`src/sv/ssplit_pkg.sv`:
```
// Shared types, constants and helpers for the string delimiter splitter.
`timescale 1ns / 1ps

package ssplit_pkg;

  // Configuration register indexes
  localparam logic [1:0] REG_SPLIT_MODE   = 2'd0;
  localparam logic [1:0] REG_DELIM_LENGTH = 2'd1;
  localparam logic [1:0] REG_DELIM_BYTES  = 2'd2;

  // Split modes
  localparam logic MODE_DELIM = 1'b0;
  localparam logic MODE_UTF8  = 1'b1;

  // Delimiter register holds at most this many bytes
  localparam int unsigned DELIM_REG_BYTES = 8;

  // Results one item can produce, and the width of a result pointer
  localparam int unsigned MAX_RES = 10;
  localparam int unsigned RES_W   = $clog2(MAX_RES);

  // UTF-8 lead byte thresholds
  localparam logic [7:0] UTF8_TWO_MIN   = 8'h80;
  localparam logic [7:0] UTF8_THREE_MIN = 8'hE0;
  localparam logic [7:0] UTF8_FOUR_MIN  = 8'hF0;

  // What follows the byte results of one item
  typedef struct packed {
    logic seg_end;  // one segment-end result after the bytes
    logic blank;    // one empty result that only carries string_done
    logic ends;     // item ended the string: flag the last result
  } tail_t;

  // Number of bytes that follow a lead byte
  function automatic logic [2:0] utf8_follow_count(input logic [7:0] lead);
    logic [2:0] cnt;
    if (lead < UTF8_TWO_MIN) begin
      cnt = 3'd0;
    end else if (lead < UTF8_THREE_MIN) begin
      cnt = 3'd1;
    end else if (lead < UTF8_FOUR_MIN) begin
      cnt = 3'd2;
    end else begin
      cnt = 3'd3;
    end
    return cnt;
  endfunction

endpackage

```
`src/sv/ssplit_core.sv`:
```
// Single-pass item logic: window match, byte release and segment ends for one item.
`timescale 1ns / 1ps

module ssplit_core #(
  parameter int unsigned DELIM_MAX = 8,
  localparam int unsigned FILL_W = $clog2(DELIM_MAX + 1),
  localparam int unsigned SEQ_W  = $clog2(DELIM_MAX + 2)
) (
  input  logic                  split_mode,
  input  logic [3:0]            delim_length,
  input  logic [63:0]           delim_bytes,
  input  logic [7:0]            win [DELIM_MAX],
  input  logic [FILL_W-1:0]     fill,
  input  logic                  seg_has,
  input  logic [2:0]            cbl,
  input  logic [7:0]            data_byte,
  input  logic                  byte_present,
  input  logic                  string_end,
  output logic [7:0]            seq [DELIM_MAX+1],
  output logic [SEQ_W-1:0]      nb,
  output ssplit_pkg::tail_t     tail,
  output logic [7:0]            win_nxt [DELIM_MAX],
  output logic [FILL_W-1:0]     fill_nxt,
  output logic                  seg_has_nxt,
  output logic [2:0]            cbl_nxt
);

  localparam int unsigned CAP = (DELIM_MAX < ssplit_pkg::DELIM_REG_BYTES) ?
                                DELIM_MAX : ssplit_pkg::DELIM_REG_BYTES;

  logic [3:0]       len_eff;
  logic [7:0]       s [DELIM_MAX+1];
  logic [SEQ_W-1:0] seq_len;
  logic [SEQ_W-1:0] kk;
  logic [SEQ_W-1:0] rem;
  logic             match;
  logic [2:0]       cbl_new;

  assign len_eff = (delim_length > 4'(CAP)) ? 4'(CAP) : delim_length;
  assign seq_len = SEQ_W'(fill) + SEQ_W'(byte_present);

  // Window bytes followed by the new byte
  always_comb begin
    for (int i = 0; i < DELIM_MAX; i++) begin
      s[i] = (fill == FILL_W'(i)) ? data_byte : win[i];
    end
    s[DELIM_MAX] = data_byte;
  end

  // Smallest release count that leaves a delimiter prefix in the window
  always_comb begin
    logic [SEQ_W-1:0] slen;
    logic             okv;
    kk = seq_len;
    for (int k = DELIM_MAX; k >= 0; k--) begin
      okv  = (SEQ_W'(k) < seq_len);
      slen = seq_len - SEQ_W'(k);
      if (8'(slen) > 8'(len_eff)) begin
        okv = 1'b0;
      end
      for (int i = 0; i < CAP; i++) begin
        if (k + i <= DELIM_MAX) begin
          if (SEQ_W'(i) < slen && s[k+i] != delim_bytes[8*i +: 8]) begin
            okv = 1'b0;
          end
        end
      end
      if (okv) begin
        kk = SEQ_W'(k);
      end
    end
    if (!byte_present) begin
      kk = '0;
    end
  end

  assign rem     = seq_len - kk;
  assign match   = byte_present && (len_eff != 4'd0) && (8'(rem) == 8'(len_eff));
  assign cbl_new = !byte_present ? cbl :
                   (cbl == 3'd0) ? ssplit_pkg::utf8_follow_count(data_byte) : cbl - 3'd1;

  always_comb begin
    logic seg_mid;
    for (int i = 0; i <= DELIM_MAX; i++) begin
      seq[i] = s[i];
    end
    for (int i = 0; i < DELIM_MAX; i++) begin
      win_nxt[i] = s[i];
      for (int j = 1; j <= DELIM_MAX - i; j++) begin
        if (kk == SEQ_W'(j)) begin
          win_nxt[i] = s[i+j];
        end
      end
    end
    seg_mid      = 1'b0;
    tail.ends    = string_end;
    if (split_mode == ssplit_pkg::MODE_UTF8) begin
      seq[0]       = data_byte;
      nb           = SEQ_W'(byte_present);
      tail.seg_end = (byte_present && cbl_new == 3'd0) || (string_end && cbl_new != 3'd0);
      for (int i = 0; i < DELIM_MAX; i++) begin
        win_nxt[i] = win[i];
      end
      fill_nxt     = fill;
      seg_has_nxt  = seg_has;
      cbl_nxt      = cbl_new;
    end else begin
      nb           = (string_end && !match) ? seq_len : kk;
      seg_mid      = !match && (seg_has || nb != '0);
      tail.seg_end = match || (string_end && (len_eff == 4'd0 || seg_mid));
      fill_nxt     = match ? '0 : FILL_W'(rem);
      seg_has_nxt  = seg_mid;
      cbl_nxt      = cbl;
    end
    tail.blank = string_end && (nb == '0) && !tail.seg_end;
    // A string end clears the window fill, the segment flag and the character count
    if (string_end) begin
      fill_nxt    = '0;
      seg_has_nxt = 1'b0;
      cbl_nxt     = 3'd0;
    end
  end

endmodule

```
`src/sv/ssplit_outbuf.sv`:
```
// Result buffer: holds the results of one item and sends them one beat per cycle while out_ready is high.
`timescale 1ns / 1ps

module ssplit_outbuf #(
  parameter int unsigned DELIM_MAX = 8,
  localparam int unsigned SEQ_W = $clog2(DELIM_MAX + 2)
) (
  input  logic              clk,
  input  logic              rst_n,
  input  logic              load,
  input  logic [7:0]        seq_in [DELIM_MAX+1],
  input  logic [SEQ_W-1:0]  nb_in,
  input  ssplit_pkg::tail_t tail_in,
  output logic              free,
  output logic              out_valid,
  input  logic              out_ready,
  output logic [7:0]        out_byte,
  output logic              out_byte_valid,
  output logic              out_segment_end,
  output logic              out_string_done
);

  localparam int unsigned RES_W = ssplit_pkg::RES_W;
  localparam int unsigned CMP_W = (SEQ_W + 1 > RES_W) ? SEQ_W + 1 : RES_W;

  logic [7:0]        seq_r [DELIM_MAX+1];
  logic [SEQ_W-1:0]  nb_r;
  ssplit_pkg::tail_t tail_r;
  logic [RES_W-1:0]  ptr_r, ptr_nxt;
  logic [RES_W-1:0]  last_r;
  logic              valid_r, valid_nxt;
  logic [CMP_W-1:0]  total;
  logic [CMP_W-1:0]  count;
  logic              is_byte;
  logic              at_last;

  assign total = CMP_W'(nb_in) + CMP_W'(tail_in.seg_end) + CMP_W'(tail_in.blank);
  assign count = (total > CMP_W'(ssplit_pkg::MAX_RES)) ? CMP_W'(ssplit_pkg::MAX_RES) : total;

  assign at_last = (ptr_r == last_r);
  assign free    = !valid_r || (out_ready && at_last);
  assign is_byte = CMP_W'(ptr_r) < CMP_W'(nb_r);

  always_comb begin
    out_byte = 8'h00;
    for (int j = 0; j <= DELIM_MAX; j++) begin
      if (is_byte && CMP_W'(ptr_r) == CMP_W'(j)) begin
        out_byte = seq_r[j];
      end
    end
  end

  assign out_valid       = valid_r;
  assign out_byte_valid  = is_byte;
  assign out_segment_end = !is_byte && tail_r.seg_end;
  assign out_string_done = tail_r.ends && at_last;

  always_comb begin
    valid_nxt = valid_r;
    ptr_nxt   = ptr_r;
    if (valid_r && out_ready) begin
      if (at_last) begin
        valid_nxt = 1'b0;
      end else begin
        ptr_nxt = ptr_r + RES_W'(1);
      end
    end
    if (load) begin
      valid_nxt = (total != '0);
      ptr_nxt   = '0;
    end
  end

  always_ff @(posedge clk) begin
    if (!rst_n) begin
      valid_r <= 1'b0;
      ptr_r   <= '0;
    end else begin
      valid_r <= valid_nxt;
      ptr_r   <= ptr_nxt;
    end
  end

  always_ff @(posedge clk) begin
    if (load) begin
      seq_r  <= seq_in;
      nb_r   <= nb_in;
      tail_r <= tail_in;
      last_r <= RES_W'(count - CMP_W'(1));
    end
  end

endmodule

```
`src/sv/string_delimiter_splitter.sv`:
```
// Top level of the string delimiter splitter: input register, split state and result buffer.
`timescale 1ns / 1ps

// Streams a string in one byte per beat (string_end on the last beat, byte_present
// low for an end-only beat) and returns it cut into segments: byte beats closed by a
// segment_end beat, with string_done on the last beat a string end causes. Mode 0
// splits on the configured delimiter (leftmost, non-overlapping matches); mode 1
// makes every UTF-8 character its own segment. Each input beat is registered, then
// resolved against the match window once the result buffer is free, into a burst of
// 0 to 10 results that the result buffer sends one beat per cycle while out_ready
// is high. A beat that yields at most one result therefore sustains one beat per
// cycle; a beat that yields more holds the input register until the single-beat
// result port has sent them (window flush at string end is the common case). The
// first result is registered in the result buffer behind the input register.
// Write configuration only between strings or while the block is idle; the new
// values apply from the next item.
module string_delimiter_splitter #(
  parameter int unsigned DELIM_MAX = 8
) (
  input  logic        clk,
  input  logic        rst_n,
  // configuration writes
  input  logic        cfg_valid,
  output logic        cfg_ready,
  input  logic [1:0]  cfg_index,
  input  logic [63:0] cfg_data,
  // string bytes in
  input  logic        in_valid,
  output logic        in_ready,
  input  logic [7:0]  in_data_byte,
  input  logic        in_byte_present,
  input  logic        in_string_end,
  // segments out
  output logic        out_valid,
  input  logic        out_ready,
  output logic [7:0]  out_byte,
  output logic        out_byte_valid,
  output logic        out_segment_end,
  output logic        out_string_done
);

  localparam int unsigned FILL_W = $clog2(DELIM_MAX + 1);
  localparam int unsigned SEQ_W  = $clog2(DELIM_MAX + 2);

  // Configuration registers
  logic        split_mode_r;
  logic [3:0]  delim_length_r;
  logic [63:0] delim_bytes_r;

  // Input register
  logic        in_valid_r;
  logic [7:0]  data_byte_r;
  logic        byte_present_r;
  logic        string_end_r;

  // Split state
  logic [7:0]        win_r [DELIM_MAX];
  logic [FILL_W-1:0] fill_r;
  logic              seg_has_r;
  logic [2:0]        cbl_r;

  logic [7:0]        win_nxt [DELIM_MAX];
  logic [FILL_W-1:0] fill_nxt;
  logic              seg_has_nxt;
  logic [2:0]        cbl_nxt;

  logic [7:0]        seq [DELIM_MAX+1];
  logic [SEQ_W-1:0]  nb;
  ssplit_pkg::tail_t tail;
  logic              buf_free;
  logic              proc;

  // Resolve the held beat once the buffer is empty or sends its last result now
  assign proc      = in_valid_r && buf_free;
  // Take a new beat whenever the input register is empty or drains this cycle
  assign in_ready  = !in_valid_r || proc;
  assign cfg_ready = 1'b1;

  ssplit_core #(
    .DELIM_MAX (DELIM_MAX)
  ) u_core (
    .split_mode   (split_mode_r),
    .delim_length (delim_length_r),
    .delim_bytes  (delim_bytes_r),
    .win          (win_r),
    .fill         (fill_r),
    .seg_has      (seg_has_r),
    .cbl          (cbl_r),
    .data_byte    (data_byte_r),
    .byte_present (byte_present_r),
    .string_end   (string_end_r),
    .seq          (seq),
    .nb           (nb),
    .tail         (tail),
    .win_nxt      (win_nxt),
    .fill_nxt     (fill_nxt),
    .seg_has_nxt  (seg_has_nxt),
    .cbl_nxt      (cbl_nxt)
  );

  ssplit_outbuf #(
    .DELIM_MAX (DELIM_MAX)
  ) u_outbuf (
    .clk             (clk),
    .rst_n           (rst_n),
    .load            (proc),
    .seq_in          (seq),
    .nb_in           (nb),
    .tail_in         (tail),
    .free            (buf_free),
    .out_valid       (out_valid),
    .out_ready       (out_ready),
    .out_byte        (out_byte),
    .out_byte_valid  (out_byte_valid),
    .out_segment_end (out_segment_end),
    .out_string_done (out_string_done)
  );

  // Control state: configuration, input-register valid, window fill and counters
  always_ff @(posedge clk) begin
    if (!rst_n) begin
      split_mode_r   <= 1'b0;
      delim_length_r <= 4'd0;
      delim_bytes_r  <= 64'd0;
      in_valid_r     <= 1'b0;
      fill_r         <= '0;
      seg_has_r      <= 1'b0;
      cbl_r          <= 3'd0;
    end else begin
      if (cfg_valid && cfg_ready) begin
        unique case (cfg_index)
          ssplit_pkg::REG_SPLIT_MODE:   split_mode_r   <= cfg_data[0];
          ssplit_pkg::REG_DELIM_LENGTH: delim_length_r <= cfg_data[3:0];
          ssplit_pkg::REG_DELIM_BYTES:  delim_bytes_r  <= cfg_data;
          default: ; // drop writes beyond the register list
        endcase
      end
      if (in_valid && in_ready) begin
        in_valid_r <= 1'b1;
      end else if (proc) begin
        in_valid_r <= 1'b0;
      end
      if (proc) begin
        fill_r    <= fill_nxt;
        seg_has_r <= seg_has_nxt;
        cbl_r     <= cbl_nxt;
      end
    end
  end

  // Payload: held beat and window bytes (bytes past the fill are never read)
  always_ff @(posedge clk) begin
    if (in_valid && in_ready) begin
      data_byte_r    <= in_data_byte;
      byte_present_r <= in_byte_present;
      string_end_r   <= in_string_end;
    end
    if (proc) begin
      win_r <= win_nxt;
    end
  end

`ifndef SYNTHESIS
  // Window never holds more bytes than it has room for
  assert property (@(posedge clk) disable iff (!rst_n)
    fill_r <= FILL_W'(DELIM_MAX))
    else $error("match window overfilled");

  // A character never has more than three bytes left to come
  assert property (@(posedge clk) disable iff (!rst_n)
    cbl_r <= 3'd3)
    else $error("UTF-8 byte count out of range");

  // While the last beat of a string leaves, the split state is already clear
  assert property (@(posedge clk) disable iff (!rst_n)
    (out_valid && out_ready && out_string_done) |-> (fill_r == '0 && !seg_has_r && cbl_r == 3'd0))
    else $error("state not cleared at string end");

  // A held beat is resolved at once when the result buffer is empty
  assert property (@(posedge clk) disable iff (!rst_n)
    (in_valid_r && !out_valid) |=> !in_valid_r || $past(in_valid && in_ready))
    else $error("held beat not resolved while buffer idle");
`endif

endmodule

```
`config.mk`:
```
export PLATFORM = sky130hd
export DESIGN_NAME = string_delimiter_splitter
export DESIGN_NICKNAME = d
export VERILOG_FILES = /design/src/sv/ssplit_pkg.sv /design/src/sv/ssplit_core.sv /design/src/sv/ssplit_outbuf.sv /design/src/sv/string_delimiter_splitter.sv
export SDC_FILE = /design/constraint.sdc
export NUM_CORES = 1
export LEC_CHECK = 0
export BUFFER_PORTS_ARGS = -buffer_cell sky130_fd_sc_hd__buf_2
export CAP_MARGIN = 10
export CORE_MARGIN = 10
export CORE_UTILIZATION = 57
export DETAILED_ROUTE_END_ITERATION = 6
export PLACE_DENSITY = 0.74
export SETUP_SLACK_MARGIN = 0.2
export SYNTH_ARGS = -nofsm -noshare
export SYNTH_HDL_FRONTEND = slang
export SYNTH_SLANG_ARGS = --single-unit
```
`constraint.sdc`:
```
create_clock -name clk -period 8.67 [get_ports clk]
set_input_delay 0 -clock clk [delete_from_list [all_inputs] [get_ports clk]]
set_output_delay 0 -clock clk [all_outputs]
set_load 0.1 [all_outputs]
```
# Word-level counts from Yosys, hierarchy flattened
# Cells that the tools add are included.
[classes]
add_sub_neg = 15
magnitude_cmp = 60
eq_ne = 72
mux = 139
bitwise = 3
n_reduce_logical = 103
[ops]
columns = ["op", "count"]
rows = [
  ["8-bit two-way mux", 54],
  ["8-bit inequality test", 44],
  ["1-bit logical AND", 68],
  ["1-bit by 4-bit less-than comparator with 1-bit output (first input constant)", 17],
  ["4-bit two-way mux", 17],
  ["1-bit two-way mux", 62],
  ["3-bit by 4-bit less-than comparator with 1-bit output (first input constant)", 14],
  ["2-bit by 4-bit less-than comparator with 1-bit output (first input constant)", 13],
  ["4-bit by 3-bit == test with 1-bit output (second input constant)", 12],
  ["4-bit > comparator", 9],
  ["4-bit by 2-bit == test with 1-bit output (second input constant)", 6],
  ["8-bit less-than comparator (second input constant)", 3],
  ["3-bit two-way mux", 6],
  ["4-bit logical NOT", 4],
  ["2-bit AND reduction", 8],
  ["4-bit by 3-bit subtractor with 4-bit output (second input constant)", 4],
  ["4-bit by 1-bit == test with 1-bit output (second input constant)", 3],
  ["4-bit == test", 2],
  ["4-bit == test (second input constant)", 2],
  ["2-bit nonzero test", 4],
  ["4-bit nonzero test", 2],
  ["4-bit by 1-bit subtractor with 4-bit output (second input constant)", 2],
  ["4-bit by 2-bit subtractor with 4-bit output (second input constant)", 2],
  ["3-bit logical NOT", 2],
  ["21 further kinds", 32],
]
[totals]
reg_bits = 239
inputBits = 81
output_inout_bits = 14
elab_cells = 425

# Depth between registers and ports, before layout
[logic_depth]
word_depth = 34
mapped_depth = 43
depth_no_buf = 38

# Hierarchy
# A second synthesis with hierarchy kept.
[unflattened]
cells_unflattened = 2572
area_unflattened_um2 = 21680.8
[by_module_without_submodules]
columns = ["module", "n_inst", "cells_each", "area_each_um2", "seq_area_each_um2"]
rows = [
  ["ssplit_core", 1, 1851, 12384.4, 0.0],
  ["string_delimiter_splitter", 1, 413, 5370.2, 3783.6],
  ["ssplit_outbuf", 1, 308, 3926.3, 2562.5],
]

# Least setup slack after synthesis
# Ideal clock, no wire load.
[synth_path]
path_kind = "register to register"
from = "register byte_present_r"
to = "register u_outbuf.last_r[3] (data pin)"
setup_ns = 0.272
t_arrival_ns = 7.832
t_required_ns = 8.398
path_slack_ns = 0.566
path_stages_with_launch = 38
path_buffers = 4
synth_period_minus_slack_ns = 8.104
path_cell_list = "edfxtp_1 > ha_1 > ha_1 > clkbuf_1 > clkinv_1 > ha_1 > inv_1 > xnor2_1 > inv_1 > ha_1 > nand4_1 > o21ai_0 > a21oi_1 > a31oi_1 > nand3b_1 > a2111oi_2 > and3b_1 > nor2_2 > (+2 left out) > buf_1 > ha_1 > fa_1 > xnor2_1 > nor4_1 > nand2_1 > mux2i_2 > o21a_1 > nor2_1 > a21oi_1 > ha_1 > inv_1 > nand2_1 > ha_1 > nor2_4 > nand2_1 > and3_1 > or4_1"
[synth_via]
elab_cells_between_ends = 200
cone_classes = "13 x add/sub; 55 x order compare; 1 x eq/ne; 68 x mux; 63 x reduce/logical"
[synth_lines]
columns = ["item", "line_no", "source"]
rows = [
  ["start, declared", "string_delimiter_splitter.sv:53", "logic byte_present_r;"],
  ["start signal, assigned", "string_delimiter_splitter.sv:155", "byte_present_r <= in_byte_present;"],
  ["4-bit by 1-bit adder with 4-bit output", "ssplit_core.sv:40", "assign seq_len = SEQ_W'(fill) + SEQ_W'(byte_present);"],
  ["4-bit subtractor, or another cell as far along", "ssplit_core.sv:57", "slen = seq_len - SEQ_W'(k);"],
  ["4-bit > comparator or 1-bit by 4-bit less-than comparator with 1-bit output (tied branches)", "ssplit_core.sv:58, ssplit_core.sv:63", ""],
  ["1-bit two-way mux or 1-bit logical AND (tied branches)", "ssplit_core.sv:58, ssplit_core.sv:63", ""],
  ["1-bit two-way mux", "ssplit_core.sv:63", "if (SEQ_W'(i) < slen && s[k+i] != delim_bytes[8*i +: 8]) begin"],
  ["4-bit two-way mux or 1-bit two-way mux (tied branches) (7 in a row)", "ssplit_core.sv:68, ssplit_core.sv:63", ""],
  ["4-bit two-way mux (2 in a row)", "ssplit_core.sv:68", "if (okv) begin"],
  ["4-bit two-way mux", "ssplit_core.sv:72", "if (!byte_present) begin"],
  ["(+5 left out)", "--", ""],
  ["4-bit two-way mux", "ssplit_core.sv:108", "nb = (string_end && !match) ? seq_len : kk;"],
  ["4-bit two-way mux *", "ssplit_core.sv:97", "if (split_mode == ssplit_pkg::MODE_UTF8) begin"],
  ["via nb[0]", "string_delimiter_splitter.sv:68", "logic [SEQ_W-1:0] nb;"],
  ["parallel branches: the longest is 3 deep, another holds 4-bit by 1-bit adder with 5-bit output", "--", ""],
  ["5-bit by 1-bit adder with 5-bit output *", "ssplit_outbuf.sv:37", "assign total = CMP_W'(nb_in) + CMP_W'(tail_in.seg_end) + CMP_W'(tail_in.blank);"],
  ["5-bit by 4-bit > comparator with 1-bit output", "ssplit_outbuf.sv:38", "assign count = (total > CMP_W'(ssplit_pkg::MAX_RES)) ? CMP_W'(ssplit_pkg::MAX_RES) : total;"],
  ["4-bit two-way mux *", "ssplit_outbuf.sv:38", ""],
  ["4-bit by 1-bit subtractor with 4-bit output *", "ssplit_outbuf.sv:89", "last_r <= RES_W'(count - CMP_W'(1));"],
  ["end signal, assigned", "ssplit_outbuf.sv:89", ""],
  ["end, declared", "ssplit_outbuf.sv:30", "logic [RES_W-1:0] last_r;"],
]
# Mark *: on every way through the listed nets, which the timed path passes.
# A chain may end at the register's enable or synchronous reset.

# Final worst setup path
[layout_path]
from = "register data_byte_r[4]"
to = "register u_outbuf.last_r[2] (data pin)"
[layout_via]
elab_cells_between_ends = 186
cone_classes = "4 x add/sub; 4 x order compare; 45 x eq/ne; 71 x mux; 62 x reduce/logical"
[layout_lines]
columns = ["item", "line_no", "source"]
rows = [
  ["start, declared", "string_delimiter_splitter.sv:52", "logic [7:0] data_byte_r;"],
  ["start signal, assigned", "string_delimiter_splitter.sv:154", "data_byte_r <= in_data_byte;"],
  ["8-bit two-way mux", "ssplit_core.sv:45", "s[i] = (fill == FILL_W'(i)) ? data_byte : win[i];"],
  ["8-bit inequality test", "ssplit_core.sv:63", ""],
  ["1-bit logical AND", "ssplit_core.sv:63", ""],
  ["1-bit two-way mux (2 in a row)", "ssplit_core.sv:63", ""],
  ["4-bit two-way mux or 1-bit two-way mux (tied branches) (6 in a row)", "ssplit_core.sv:68, ssplit_core.sv:63", ""],
  ["4-bit two-way mux", "ssplit_core.sv:68", ""],
  ["4-bit two-way mux *", "ssplit_core.sv:68", ""],
  ["4-bit two-way mux *", "ssplit_core.sv:72", ""],
  ["(+5 left out)", "--", ""],
  ["4-bit two-way mux *", "ssplit_core.sv:108", ""],
  ["4-bit two-way mux *", "ssplit_core.sv:97", ""],
  ["via nb[0]", "string_delimiter_splitter.sv:68", ""],
  ["parallel branches: the longest is 3 deep, another holds 4-bit by 1-bit adder with 5-bit output", "--", ""],
  ["5-bit by 1-bit adder with 5-bit output *", "ssplit_outbuf.sv:37", ""],
  ["5-bit by 4-bit > comparator with 1-bit output", "ssplit_outbuf.sv:38", ""],
  ["4-bit two-way mux *", "ssplit_outbuf.sv:38", ""],
  ["4-bit by 1-bit subtractor with 4-bit output *", "ssplit_outbuf.sv:89", ""],
]
# Marks and branches as above.

==> impl_metrics.yaml <==
run_status:
  status: "finished clean"
pwr:
  p_leak_uw: 0.00875
  p_sw_frac: 0.337
  power.switching_uw: 1200
  p_int_uw: 2360
  power-per-cell-area_mw_per_mm2: 158
  pwr-share-seq: 0.407
  ir_drop_mv: 0.227
  p_comb_frac: 0.250
  power_frac_clock: 0.343
final_layout:
  layout-drive-gt1-share: 0.121
  final_util: 0.656
  final_common_cell: "nand2_1"
  finish.net_count: 2566
  n_antenna_cell: 0
  fillCellCount: 2860
  synthToLayoutAreaGrowth_pct: 13.8
  fin_area_mm2: 0.0226
  layout_common_cells: "nand2_1, xor2_1, edfxtp_1"
flow_run:
  cap_violations: 0
sta:
  final_hold_viol_count: 0
  grt_setup_unrepaired: "false"
  fmax_ghz: 0.123
  drv_slew: 0
  timing.final.crit_share: 0.936
  worst_slew_pin_slew_ns: 1.12
  setup_ws_ns: 0.559
  setup-violations-final: 0
  relSlewSlack: 0.256
  tns_ns: 0
  fin_skew_ns: 0.0262
  fin_crit_ns: 8.11
synth:
  syn-num-nets: 2482
  yosysUniqueCellTypes: 93
  synth_area_mm2: 0.0199
  synthFlopType: "edfxtp_1"
  synth-seq-cells: 239
  synthCells: 2352
  syn_avg_cell_area_um2: 8.45
  yosysSeqAreaShare: 0.319
  synthArstFlopShare: 0
  synth-edff-count: 156
  yosysWarnings: 0
route:
  post_drt_wl_per_cell_um: 28.3
  met3_wirelength_um: 10700
  wirelength_um: 82400
  met2_length_um: 35700
  remaining_drc_errors: 0
  routed_via_density: 6.65
  antenna_left: 0
  drtIter0Drc: 2635
  drt_pass1_iterations: 6
  vias: 19400
  wirelength_met1_um: 30900
  maxUsedRoutingLayer: "met4"
cts:
  path_clk_slew_ns: 0.08
  cts-root-buf: "clkbuf_16"
  cts_buffers: 27
  cts_sinks: 239
  worstSkewPairLatency_ns: 0.59
  htreeDepth: 1
  cts_tree: "built"
  clk_path_buf_depth: 3
setup_path:
  cp.required_ns: 8.99
  critPathMaxFanout: 10
  cp.arrival_ns: 8.43
  critPathSlowestCell: "clkinv_1"
  max_stage_delay_ns: 0.75
  endpoint_kind: "register"
  path_class: "register to register"
  start_kind: "register"
placed_design:
  dp_slack_ns: 0.350
  port_buffers: 93
  dp_hpwl_um: 59400
  placed_area_mm2: 0.0208
  gp_congestion: 1.06
grt:
  grtUsageTotal: 0.375
  antenna_found_initial: 0
  grt_pass1_vias: 18500
  gr-total-overflow: 0
  grt_max_degree: 81
  grt_pass1_wl_um: 120000
floorplanning:
  start_util: 0.577
  io_pins: 95
  die_area_mm2: 0.0427
  die_h_um: 207
  core-area_mm2: 0.0345
  row_count: 68
  die_width_um: 207
hold_path:
  worstHoldPathType: "input pin to register"
==> sequential cells by signal (all words and copies together) (netlist names), 4 cells and up <==
| signal | flops |
|---|---|
| delim_length_r | 4 |
| u_outbuf.last_r | 4 |
| win_r | 64 |
| delim_bytes_r | 64 |
| u_outbuf.ptr_r | 4 |
| fill_r | 4 |
| u_outbuf.nb_r | 4 |
| data_byte_r | 8 |
| u_outbuf.seq_r | 72 |
==> worst max-delay path, delay by kind of cell (launching register included) <==
kind,cells,cell delay [ns]
compound gates,8,2.75
simple gates,8,1.46
fa+ha+maj,4,1.07
buf+inv,2,0.81
xor+xnor,4,0.73
flops,1,0.69
mux,1,0.31
==> synth_stat cells, drive strengths merged, types with 39 or more instances <==
cell / count / area (um^2)
nand2: 240 / 901
xor2: 208 / 1840
edfxtp: 156 / 4680
nor2: 155 / 594
clkbuf: 151 / 567
a21oi: 149 / 746
xnor2: 126 / 1110
mux2i: 124 / 1260
inv: 120 / 450
o21ai: 96 / 480
dfxtp: 83 / 1660
a21boi: 72 / 544
buf: 65 / 318
nor4: 50 / 328
nor3: 49 / 245
ha: 48 / 601
a211oi: 43 / 323
nor2b: 40 / 250
nand4: 39 / 259
==> path summary, 6_finish.rpt <==
| path | cells after the start | end | slack [ns] | start |
|---|---|---|---|---|
| setup / recovery | 27 | u_outbuf.last_r[2]$_DFFE_PP_ | 0.56 | data_byte_r[4]$_DFFE_PP_ |
| hold / removal | 4 | delim_length_r[0]$_SDFFE_PN0P_ | 0.01 | cfg_valid |
| setup reg to reg | 27 | u_outbuf.last_r[2]$_DFFE_PP_ | 0.56 | data_byte_r[4]$_DFFE_PP_ |
| hold reg to reg | 2 | seg_has_r$_SDFFE_PN0P_ | 0.48 | seg_has_r$_SDFFE_PN0P_ |
==> per-layer routing <==
layer / up-vias / GRT usage
met5: - / 0
met4: 0 / 0.188
met3: 335 / 0.113
met2: 1414 / 0.579
met1: 9119 / 0.469
li1: 8496 / -
==> final cells by class <==
cell class / instances / area [um^2] / share of cell area
clock inverter: 17 / 204 / 0.00902
tap: 455 / 569 / 0.0252
clock buffer: 33 / 718 / 0.0318
multi-input combinational: 1774 / 12300 / 0.543
timing repair buffer: 271 / 2030 / 0.0897
sequential: 239 / 6350 / 0.281
inverter: 123 / 462 / 0.0204
==> cell families (layout without fill, tap and decap cells) <==
group	count (synthesis)	after routing	synth area share
xor+xnor	336	336	0.151
buf+inv	339	444	0.0678
flops	239	239	0.319
other cells	1	1	0.000189
mux	146	146	0.0758
simple gates	697	697	0.172
compound gates	545	545	0.183
fa+ha+maj	49	49	0.0312
==> power groups by stage <==
stage | registers, uW | clock network (uW) | logic (uW)
6_report | 1450 | 1220 | 892
4_1_cts | 1440 | 1230 | 859
2_1_floorplan | 1370 | 0 | 634
3_5_place_dp | 1460 | 0 | 826
5_1_grt | 1450 | 1260 | 950
3_3_place_gp | 1460 | 0 | 812
==> metrics by stage <==
stage	hold WS (ns)	power [uW]	std cells
2_1_floorplan	0.0989	2000	2352
3_3_place_gp	0.178	2270	2774
3_5_place_dp	0.178	2290	2774
4_1_cts	0.000201	3530	2905
5_1_grt	0.0491	3660	2912
6_report	0.00980	3560	2912
==> what timing repair did <==
action	4_1_cts	5_1_grt
setup endpoints to repair	0	5
hold endpoints to repair	85	0
gates resized for setup	0	9
hold buffers	81	0
buffers inserted	0	6
Power figures use the tool's default switching activity.
